### src/hw/rtl/qte_pkg.sv
// Shared types, widths and constants for the quaternion to Euler angle converter.
// No dependencies.
`default_nettype none
package qte_pkg;

  localparam int QW = 16;       // quaternion part width, Q1.14
  localparam int PW = 32;       // pairwise product width, Q2.28
  localparam int EW = 35;       // direction-cosine entry width
  localparam int SW = 30;       // saturated asin argument width
  localparam int VW = 58;       // isqrt radicand width (even)
  localparam int RW = 29;       // isqrt root width
  localparam int MW = 31;       // isqrt remainder width
  localparam int SQ_STEPS = VW / 2;
  localparam int CW = 54;       // CORDIC x/y width
  localparam int ZW = 35;       // CORDIC angle width, Q.30
  localparam int AW = 16;       // output angle width, Q3.13
  localparam int TW = 63;       // timestamp width
  localparam int GW = 11;       // threshold width

  localparam logic signed [ZW-1:0] PI_Q30      = ZW'(64'sd3373259426);
  localparam logic signed [AW-1:0] FULL_PI_Q13 = AW'(25736);
  localparam logic signed [AW-1:0] HALF_PI_Q13 = AW'(12868);
  localparam logic [GW-1:0]        GIMBAL_RST  = GW'(8);

  typedef struct packed {
    logic signed [CW-1:0] x;
    logic signed [CW-1:0] y;
    logic signed [ZW-1:0] z;
    logic                 zero;
  } cordic_t;

  typedef struct packed {
    logic [MW-1:0] rem;
    logic [RW-1:0] root;
    logic [VW-1:0] rad;
  } sqrt_t;

  // round(atan(2^-i) * 2^30)
  function automatic logic signed [ZW-1:0] atan_q30(input int i);
    logic signed [ZW-1:0] r;
    case (i)
      0:  r = ZW'(843314857);
      1:  r = ZW'(497837829);
      2:  r = ZW'(263043837);
      3:  r = ZW'(133525159);
      4:  r = ZW'(67021687);
      5:  r = ZW'(33543516);
      6:  r = ZW'(16775851);
      7:  r = ZW'(8388437);
      8:  r = ZW'(4194283);
      9:  r = ZW'(2097149);
      10: r = ZW'(1048576);
      11: r = ZW'(524288);
      12: r = ZW'(262144);
      13: r = ZW'(131072);
      14: r = ZW'(65536);
      15: r = ZW'(32768);
      16: r = ZW'(16384);
      17: r = ZW'(8192);
      18: r = ZW'(4096);
      19: r = ZW'(2048);
      20: r = ZW'(1024);
      21: r = ZW'(512);
      22: r = ZW'(256);
      23: r = ZW'(128);
      default: r = '0;
    endcase
    return r;
  endfunction

  // Q.30 angle to Q3.13, halves round up, then clamp to +/-lim
  function automatic logic signed [AW-1:0] to_q13(input logic signed [ZW-1:0] a,
                                                  input logic signed [AW-1:0] lim);
    logic signed [ZW:0]    t;
    logic signed [ZW-17:0] r;
    logic signed [AW-1:0]  o;
    t = (ZW+1)'(a) + (ZW+1)'(65536);
    r = (ZW-16)'(t >>> 17);
    if (r > (ZW-16)'(lim))       o = lim;
    else if (r < -(ZW-16)'(lim)) o = -lim;
    else                         o = AW'(r);
    return o;
  endfunction

endpackage
`default_nettype wire

### src/hw/rtl/qte_sqrt_cell.sv
// One digit step of the restoring integer square root.
// Depends on qte_pkg.
`default_nettype none
module qte_sqrt_cell (
  input  wire logic           clk,
  input  wire logic           en,
  input  wire qte_pkg::sqrt_t din,
  output qte_pkg::sqrt_t      dout
);
  import qte_pkg::*;

  logic [MW+1:0] rem2;
  logic [MW+1:0] test;
  sqrt_t         nxt;

  // bring down two radicand bits, try root*4+1
  always_comb begin
    rem2 = {din.rem, din.rad[VW-1 -: 2]};
    test = (MW+2)'({din.root, 2'b01});
    nxt.rad = {din.rad[VW-3:0], 2'b00};
    if (rem2 >= test) begin
      nxt.rem  = MW'(rem2 - test);
      nxt.root = {din.root[RW-2:0], 1'b1};
    end else begin
      nxt.rem  = MW'(rem2);
      nxt.root = {din.root[RW-2:0], 1'b0};
    end
  end

  always_ff @(posedge clk) begin
    if (en) dout <= nxt;
  end
endmodule
`default_nettype wire

### config.mk
export PLATFORM = sky130hd
export DESIGN_NAME = qte_sqrt_cell
export DESIGN_NICKNAME = d
export VERILOG_FILES = /design/src/hw/rtl/qte_pkg.sv /design/src/hw/rtl/qte_sqrt_cell.sv
export SDC_FILE = /design/constraint.sdc
export NUM_CORES = 1
export LEC_CHECK = 0
export BUFFER_PORTS_ARGS = -buffer_cell sky130_fd_sc_hd__buf_4
export CAP_MARGIN = 10
export CORE_UTILIZATION = 53
export CTS_BUF_LIST = sky130_fd_sc_hd__clkbuf_4 sky130_fd_sc_hd__clkbuf_8 sky130_fd_sc_hd__clkbuf_16
export CTS_CLUSTER_SIZE = 28
export DETAILED_ROUTE_END_ITERATION = 8
export GPL_ROUTABILITY_DRIVEN = 0
export HOLD_SLACK_MARGIN = 0.08
export PLACE_DENSITY = 0.92
export SLEW_MARGIN = 20
export SYNTH_ARGS = -nofsm -noshare
export SYNTH_HDL_FRONTEND = slang
export SYNTH_SLANG_ARGS = --single-unit
### constraint.sdc
create_clock -name clk -period 7.9 [get_ports clk]
set_clock_uncertainty 0.15 [all_clocks]
set_input_delay 0.79 -clock clk [delete_from_list [all_inputs] [get_ports clk]]
set_output_delay 0.79 -clock clk [all_outputs]
set_load 0.01 [all_outputs]
==> results of run 1 <==
==> cell usage in the layout (no fill, tap or decap), types with 5 or more instances in the layout <==
| master | Yosys | layout |
|---|---|---|
| sky130_fd_sc_hd__xnor2_1 | 12 | 12 |
| sky130_fd_sc_hd__nand3_1 | 10 | 10 |
| sky130_fd_sc_hd__mux2_4 | 26 | 26 |
| sky130_fd_sc_hd__nand2_1 | 26 | 26 |
| sky130_fd_sc_hd__inv_1 | 39 | 39 |
| sky130_fd_sc_hd__a21oi_1 | 34 | 34 |
| sky130_fd_sc_hd__nor3_1 | 5 | 5 |
| sky130_fd_sc_hd__buf_4 | 4 | 237 |
| sky130_fd_sc_hd__o21bai_1 | 5 | 5 |
| sky130_fd_sc_hd__edfxtp_1 | 116 | 116 |
| sky130_fd_sc_hd__xor2_1 | 14 | 14 |
| sky130_fd_sc_hd__o21ai_0 | 13 | 13 |
| sky130_fd_sc_hd__nor2_1 | 17 | 17 |
| sky130_fd_sc_hd__ha_1 | 31 | 31 |
| sky130_fd_sc_hd__clkbuf_16 | 0 | 16 |
| sky130_fd_sc_hd__nand4_1 | 8 | 8 |
| sky130_fd_sc_hd__a21o_1 | 11 | 11 |
==> metrics by stage <==
| stage | cells | util (%) | area, um2 |
|---|---|---|---|
| after floorplan | 434 | - | 5850 |
| after global placement | 791 | 72.8 | 7650 |
| after detailed placement | 791 | 72.8 | 7650 |
| after CTS | 823 | 78.3 | 8220 |
| after global routing | 823 | 78.3 | 8220 |
| final | 823 | 78.3 | 8220 |
==> power by group through the flow <==
stage	logic (mW)	registers [mW]	clock network [mW]
CTS	0.420	0.782	0.755
floorplan	0.183	0.818	0
global route	0.449	0.785	0.781
global placement	0.389	0.784	0
detailed placement	0.406	0.789	0
finish	0.428	0.782	0.753
==> worst paths after layout <==
path | from | endpoint | slack [ns] | depth (start not counted)
setup / recovery | din[60] | dout[117] | 3.74 | 12
hold / removal | din[39] | dout[41] | 0.29 | 1
==> cell type report <==
| type | count | share of cell area (%) |
|---|---|---|
| clock inverter | 15 | 1.90 |
| timing repair buffer | 237 | 21.6 |
| inverter | 39 | 1.78 |
| clock buffer | 17 | 5.04 |
| tap | 136 | 2.07 |
| sequential | 116 | 42.4 |
| multi-input combinational | 263 | 25.2 |
==> worst max-delay path, delay by kind of cell <==
kind                     cells  cell delay (ns)
AO/OA/AOI/OAI                6             1.73
adder cells (fa/ha/maj)      1             0.28
buffers and inverters        3             0.60
multiplexers                 1             0.39
AND/OR/NAND/NOR              1             0.48
==> routing by layer <==
metal / part of all wire (%) / vias up
li1: - / 2080
met1: 34 / 2316
met2: 50 / 403
met3: 10 / 123
met4: 6.0 / 0
met5: 0 / -
==> logic make-up (layout without fill, tap and decap cells) <==
logic type                 Yosys count  count (layout)  share of synthesized area, %
DFF                                116             116                          59.6
muxes                               31              31                          7.56
other                                1               2                        0.0642
adders and majority gates           31              31                          6.64
buffers and inverters               55             308                          4.99
and+or+nand+nor                     85              85                          7.08
AOI/OAI and AO/OA                   88              88                          10.2
xor gates and xnor gates            26              26                          3.90
==> qor.tcl, run 1 <==
set qor(cts_tree) {built}
set qor(max_cap_viols) 0
set qor(cts_num_sinks) 116
set qor(syn_area_per_cell_um2) 13.5
set qor(report.final.setup_viol) 0
set qor(postRouteAntennaNets) 0
set qor(worst_setup_path_start_kind) {input port}
set qor(antennaDiodeCount) 0
set qor(status) {completed}
set qor(final_period_demand_of_the_worst_path_ns) 4.16
set qor(die_y_um) 107
set qor(layout-area-overhead-vs-synth_pct) 40.7
set qor(largest-register) {dout}
set qor(largest_register_ff_count) 116
set qor(routed_wire_length_per_instance_um) 23.4
set qor(first_global_vias) 4914
set qor(synthCells) 433
set qor(multiInputGateArea_um2) 2070
set qor(row_count) 37
set qor(endpoint_class_of_the_critical_path) {register}
set qor(report.final.hold_viol_count) 0
set qor(via_count) 4922
set qor(ys.flop_type) {sky130_fd_sc_hd__edfxtp_1}
set qor(synth-edff-count) 116
set qor(dpl.hpwl_mm) 12.9
set qor(groute.usage.overall_pct) 34.0
set qor(combinationalPowerShare_pct) 21.8
set qor(postSynth.asyncResetShare_pct) 0
set qor(post_cts.resized_instances) 0
set qor(antenna_found_initial) 0
set qor(setup_slack_ns) 3.74
set qor(largest_net_degree_at_the_start_of_global_routing) 73
set qor(max_freq_mhz) 240
set qor(timing.hold.ws_ns) 0.291
set qor(postSynthRegisterBits) 116
set qor(ys_seq_area_share_pct) 59.6
set qor(critical_path.max_stage_delay_ns) 0.64
set qor(layout_top_registers) {dout: 116 flops}
set qor(yosysUniqueCellTypes) 50
set qor(critical_path.slowest_cell) {sky130_fd_sc_hd__a31oi_4}
set qor(design_power_total_mw) 1.96
set qor(largest_vdd_supply_drop_mv) 0.198
set qor(pin_count) 238
set qor(timing.slew.headroom_pct) 39.4
set qor(dr.first_iter.drc_count) 543
set qor(p_leak_nw) 3.67
set qor(power_per_cell_area_nw_per_um2) 239
set qor(detail_route.vias_per_cell) 5.98
set qor(post_synthesis_cell_area_um2) 5850
set qor(final_layout_size_suffix_gt1_share_pct) 44.3
set qor(worst-endpoint-required_ns) 8.01
set qor(groute.layer.met2.usage_pct) 57.6
set qor(critPathArrivalTime_ns) 4.27
set qor(cells_along_the_critical_path) {buf_4 -> inv_1 -> ha_1 -> nor3_1 -> a221oi_2 -> a41oi_2 -> o211ai_2 -> a31oi_4 -> o21ai_2 -> a31oi_4 -> buf_4 -> mux2_2}
set qor(use_met3_pct) 10.8
set qor(period_share_pct) 52.7
set qor(wire_length_of_the_first_global_routing_pass_mm) 28.2
set qor(fin_setup_tns_ns) 0
set qor(start_util_pct) 55.6
set qor(cts_hold_repair.buffers) 0
set qor(final_routed_drc_violation_total) 0
set qor(yosysMostFrequentCell) {sky130_fd_sc_hd__edfxtp_1}
set qor(cts-htree-levels) 4
set qor(ys.warnings.count) 0
set qor(dp_slack_ns) 3.48
set qor(globalRoute.busiestLayer) {met2}
set qor(switchingPower_mw) 0.543
set qor(seq_power_share_pct) 39.8
set qor(detail_route.first_pass.iterations) 8
set qor(design.final.nets) 825
set qor(yosysTopAreaCell) {sky130_fd_sc_hd__edfxtp_1}
set qor(cts_root_buf) {sky130_fd_sc_hd__clkbuf_8}
set qor(die_area_um2) 11500
set qor(switching_share_pct) 27.7
set qor(register_area_um2) 3480
set qor(core_um2) 10500
set qor(timing.hold.worst.class) {in2reg}
set qor(clk_pin_slew_worst_paths_ns) 0.06
set qor(postRouteWirelength_mm) 19.3
set qor(intPower_mw) 1.42
set qor(transition_at_the_pin_with_the_smallest_max_transition_slack_ns) 0.909
set qor(cts_buffer_depth) 2
set qor(io_buffer_count) 235
set qor(clockPowerShare_pct) 38.4
set qor(post-synth-top-area-fraction_pct) 59.6
set qor(grt.overflow.total) 0
set qor(filler_cell_count) 567
set qor(cts_made_buffers) 17
set qor(drv_slew) 0
set qor(setup.worst_path.class) {in2reg}
set qor(cp_max_fo) 17
set qor(post-cts-setup-buffer-count) 0
set qor(groute.layer.met1.usage_pct) 37.7
set qor(post_synth_most_frequent_cells) {sky130_fd_sc_hd__edfxtp_1, sky130_fd_sc_hd__inv_1, sky130_fd_sc_hd__a21oi_1}
set qor(rsz0062_at_grt) {false}
set qor(synth.top_cells.by_area) {sky130_fd_sc_hd__edfxtp_1, sky130_fd_sc_hd__mux2_4, sky130_fd_sc_hd__ha_1, sky130_fd_sc_hd__a21oi_1, sky130_fd_sc_hd__inv_1}
set qor(dieWidth_um) 107
(Power assumes the default switching activity.)
==> inputs of run 2 (changes only) <==
--- a/config.mk
+++ b/config.mk
@@ -7,13 +7,13 @@
 export LEC_CHECK = 0
 export BUFFER_PORTS_ARGS = -buffer_cell sky130_fd_sc_hd__buf_4
 export CAP_MARGIN = 10
-export CORE_UTILIZATION = 53
+export CORE_UTILIZATION = 44
 export CTS_BUF_LIST = sky130_fd_sc_hd__clkbuf_4 sky130_fd_sc_hd__clkbuf_8 sky130_fd_sc_hd__clkbuf_16
 export CTS_CLUSTER_SIZE = 28
 export DETAILED_ROUTE_END_ITERATION = 8
 export GPL_ROUTABILITY_DRIVEN = 0
 export HOLD_SLACK_MARGIN = 0.08
-export PLACE_DENSITY = 0.92
+export PLACE_DENSITY = 0.82
 export SLEW_MARGIN = 20
 export SYNTH_ARGS = -nofsm -noshare
 export SYNTH_HDL_FRONTEND = slang
==> constraint.sdc (replaced) <==
create_clock -name clk -period 3.7 [get_ports clk]
set_clock_uncertainty 0.15 [all_clocks]
set_input_delay 0.37 -clock clk [delete_from_list [all_inputs] [get_ports clk]]
set_output_delay 0.37 -clock clk [all_outputs]
set_load 0.01 [all_outputs]
==> run 2 against run 1 <==
Net effect: non-clock buffer count up 88; worst hold slack worse by 0.18 ns; total power up 120%; via count increased by 1.5%; clock power increased by 130%; wire length is 1.3% higher; critical path depth unchanged; final cell count increased by 15%; critical endpoint is now dout[99].
==> qor.tcl, run 2 (synthesized netlist as in run 1, its figures left out) <==
set qor(status) {completed}
set qor(start_util_pct) 45.8
set qor(layout_top_registers) {dout: 116 flops}
set qor(critical_path.slowest_cell) {sky130_fd_sc_hd__or4_1}
set qor(final_period_demand_of_the_worst_path_ns) 3.57
set qor(detail_route.first_pass.iterations) 5
set qor(filler_cell_count) 775
set qor(finalCoreUtilization_pct) 72.1
set qor(routed_wire_length_per_instance_um) 20.6
set qor(cts_num_sinks) 116
set qor(cts-htree-levels) 4
set qor(final_routed_drc_violation_total) 0
set qor(postRouteAntennaNets) 0
set qor(critical_path.max_stage_delay_ns) 0.58
set qor(die_y_um) 117
set qor(core_um2) 12800
set qor(period_share_pct) 96.4
set qor(layout-area-overhead-vs-synth_pct) 57.6
set qor(dieWidth_um) 117
set qor(dr.first_iter.drc_count) 386
set qor(worst-endpoint-required_ns) 3.71
set qor(clk_pin_slew_worst_paths_ns) 0.06
set qor(cts_tree) {built}
set qor(report.final.hold_viol_count) 0
set qor(power_per_cell_area_nw_per_um2) 475
set qor(critPathArrivalTime_ns) 3.58
set qor(design_power_total_mw) 4.37
set qor(final_design_area_no_fill_um2) 9210
set qor(first_global_vias) 5099
set qor(cp_most_frequent_cell) {sky130_fd_sc_hd__a31oi_4}
set qor(cts_buffer_depth) 2
set qor(io_buffer_count) 235
set qor(detail_route.vias_per_cell) 5.27
set qor(max_freq_mhz) 280
set qor(timing.hold.worst.class) {in2reg}
set qor(largest-register) {dout}
set qor(die_area_um2) 13700
set qor(fin_setup_tns_ns) 0
set qor(dpl-instance-area_um2) 7730
set qor(p_leak_nw) 4.07
set qor(report.final.setup_viol) 0
set qor(max_cap_viols) 0
set qor(cts_root_buf) {sky130_fd_sc_hd__clkbuf_16}
set qor(pin_count) 238
set qor(critical_path.top_delay_family) {buffers and inverters}
set qor(mostFrequentLayoutCell) {sky130_fd_sc_hd__buf_4}
set qor(critical_path.n_buffers_inverters) 4
set qor(largest_net_degree_at_the_start_of_global_routing) 79
set qor(antenna_found_initial) 1
set qor(final_layout_size_suffix_gt1_share_pct) 39.7
set qor(most-common-layout-cells) {sky130_fd_sc_hd__buf_4, sky130_fd_sc_hd__edfxtp_1, sky130_fd_sc_hd__dlygate4sd3_1}
set qor(worst_setup_path_start_kind) {input port}
set qor(cts_made_buffers) 17
set qor(postRouteWirelength_mm) 19.5
set qor(design.final.nets) 913
set qor(wire_length_of_the_first_global_routing_pass_mm) 27.9
set qor(largest_vdd_supply_drop_mv) 0.292
set qor(register_area_um2) 3480
set qor(drv_slew) 0
set qor(dpl.hpwl_mm) 11.2
set qor(largest_register_ff_count) 116
set qor(cells_along_the_critical_path) {dlygate4sd3_1 -> buf_4 -> inv_1 -> ha_1 -> nand2_1 -> or4_1 -> o211ai_4 -> a31oi_4 -> o21ai_2 -> a31oi_4 -> buf_6 -> mux2_4}
set qor(multiInputGateArea_um2) 2090
set qor(transition_at_the_pin_with_the_smallest_max_transition_slack_ns) 1.04
set qor(endpoint_class_of_the_critical_path) {register}
set qor(groute.usage.overall_pct) 28.4
set qor(timing.slew.headroom_pct) 31.0
set qor(setup.worst_path.class) {in2reg}
set qor(grt.overflow.total) 0
set qor(row_count) 41
set qor(cp_max_fo) 15
set qor(via_count) 4994
-- run 2: path summary, 6_finish.rpt --
| kind | to | start | slack (ns) | cells past startpoint |
|---|---|---|---|---|
| setup / recovery | dout[99] | din[65] | 0.13 | 12 |
| hold / removal | dout[115] | din[113] | 0.12 | 2 |
-- run 2: area by class of cell --
type                            instances  share of cell area [%]
Clock buffer                           17                    4.62
Tap cell                              172                    2.34
Sequential cell                       116                    37.8
Timing Repair Buffer                  325                    29.0
Antenna cell                            1                  0.0272
Inverter                               39                    1.59
Multi-Input combinational cell        263                    22.7
Clock inverter                         15                    1.98
-- run 2: report_power, final --
group / internal [mW] / total, mW / leakage [nW] / switching, mW
clock: 1.06 / 1.72 / 0.293 / 0.656
combinational: 0.518 / 0.982 / 2.64 / 0.463
sequential: 1.61 / 1.67 / 1.14 / 0.0545
-- run 2: metrics by stage --
step | cells | hold WS (ns) | setup WS [ns]
after floorplan | 434 | 0.319 | 0.634
final | 948 | 0.115 | 0.132
after CTS | 946 | 0.0986 | 0.152
after global placement | 830 | 0.398 | 0.353
after detailed placement | 830 | 0.399 | 0.264
after global routing | 948 | 0.107 | -0.0142
-- run 2: repair_timing --
item,4_1_cts,5_1_grt
hold endpoints to repair,84,0
buffers inserted,0,1
hold buffers,84,0
resized for setup,0,4
setup endpoints to repair,0,29
-- run 2: metal layers --
metal | vias up | track usage [%] | wire length (um)
li1 | 2265 | - | -
met1 | 2376 | 28.3 | 6820
met2 | 285 | 49.7 | 9880
met3 | 68 | 11.2 | 1850
met4 | 0 | 17.5 | 943
met5 | - | 0 | 0
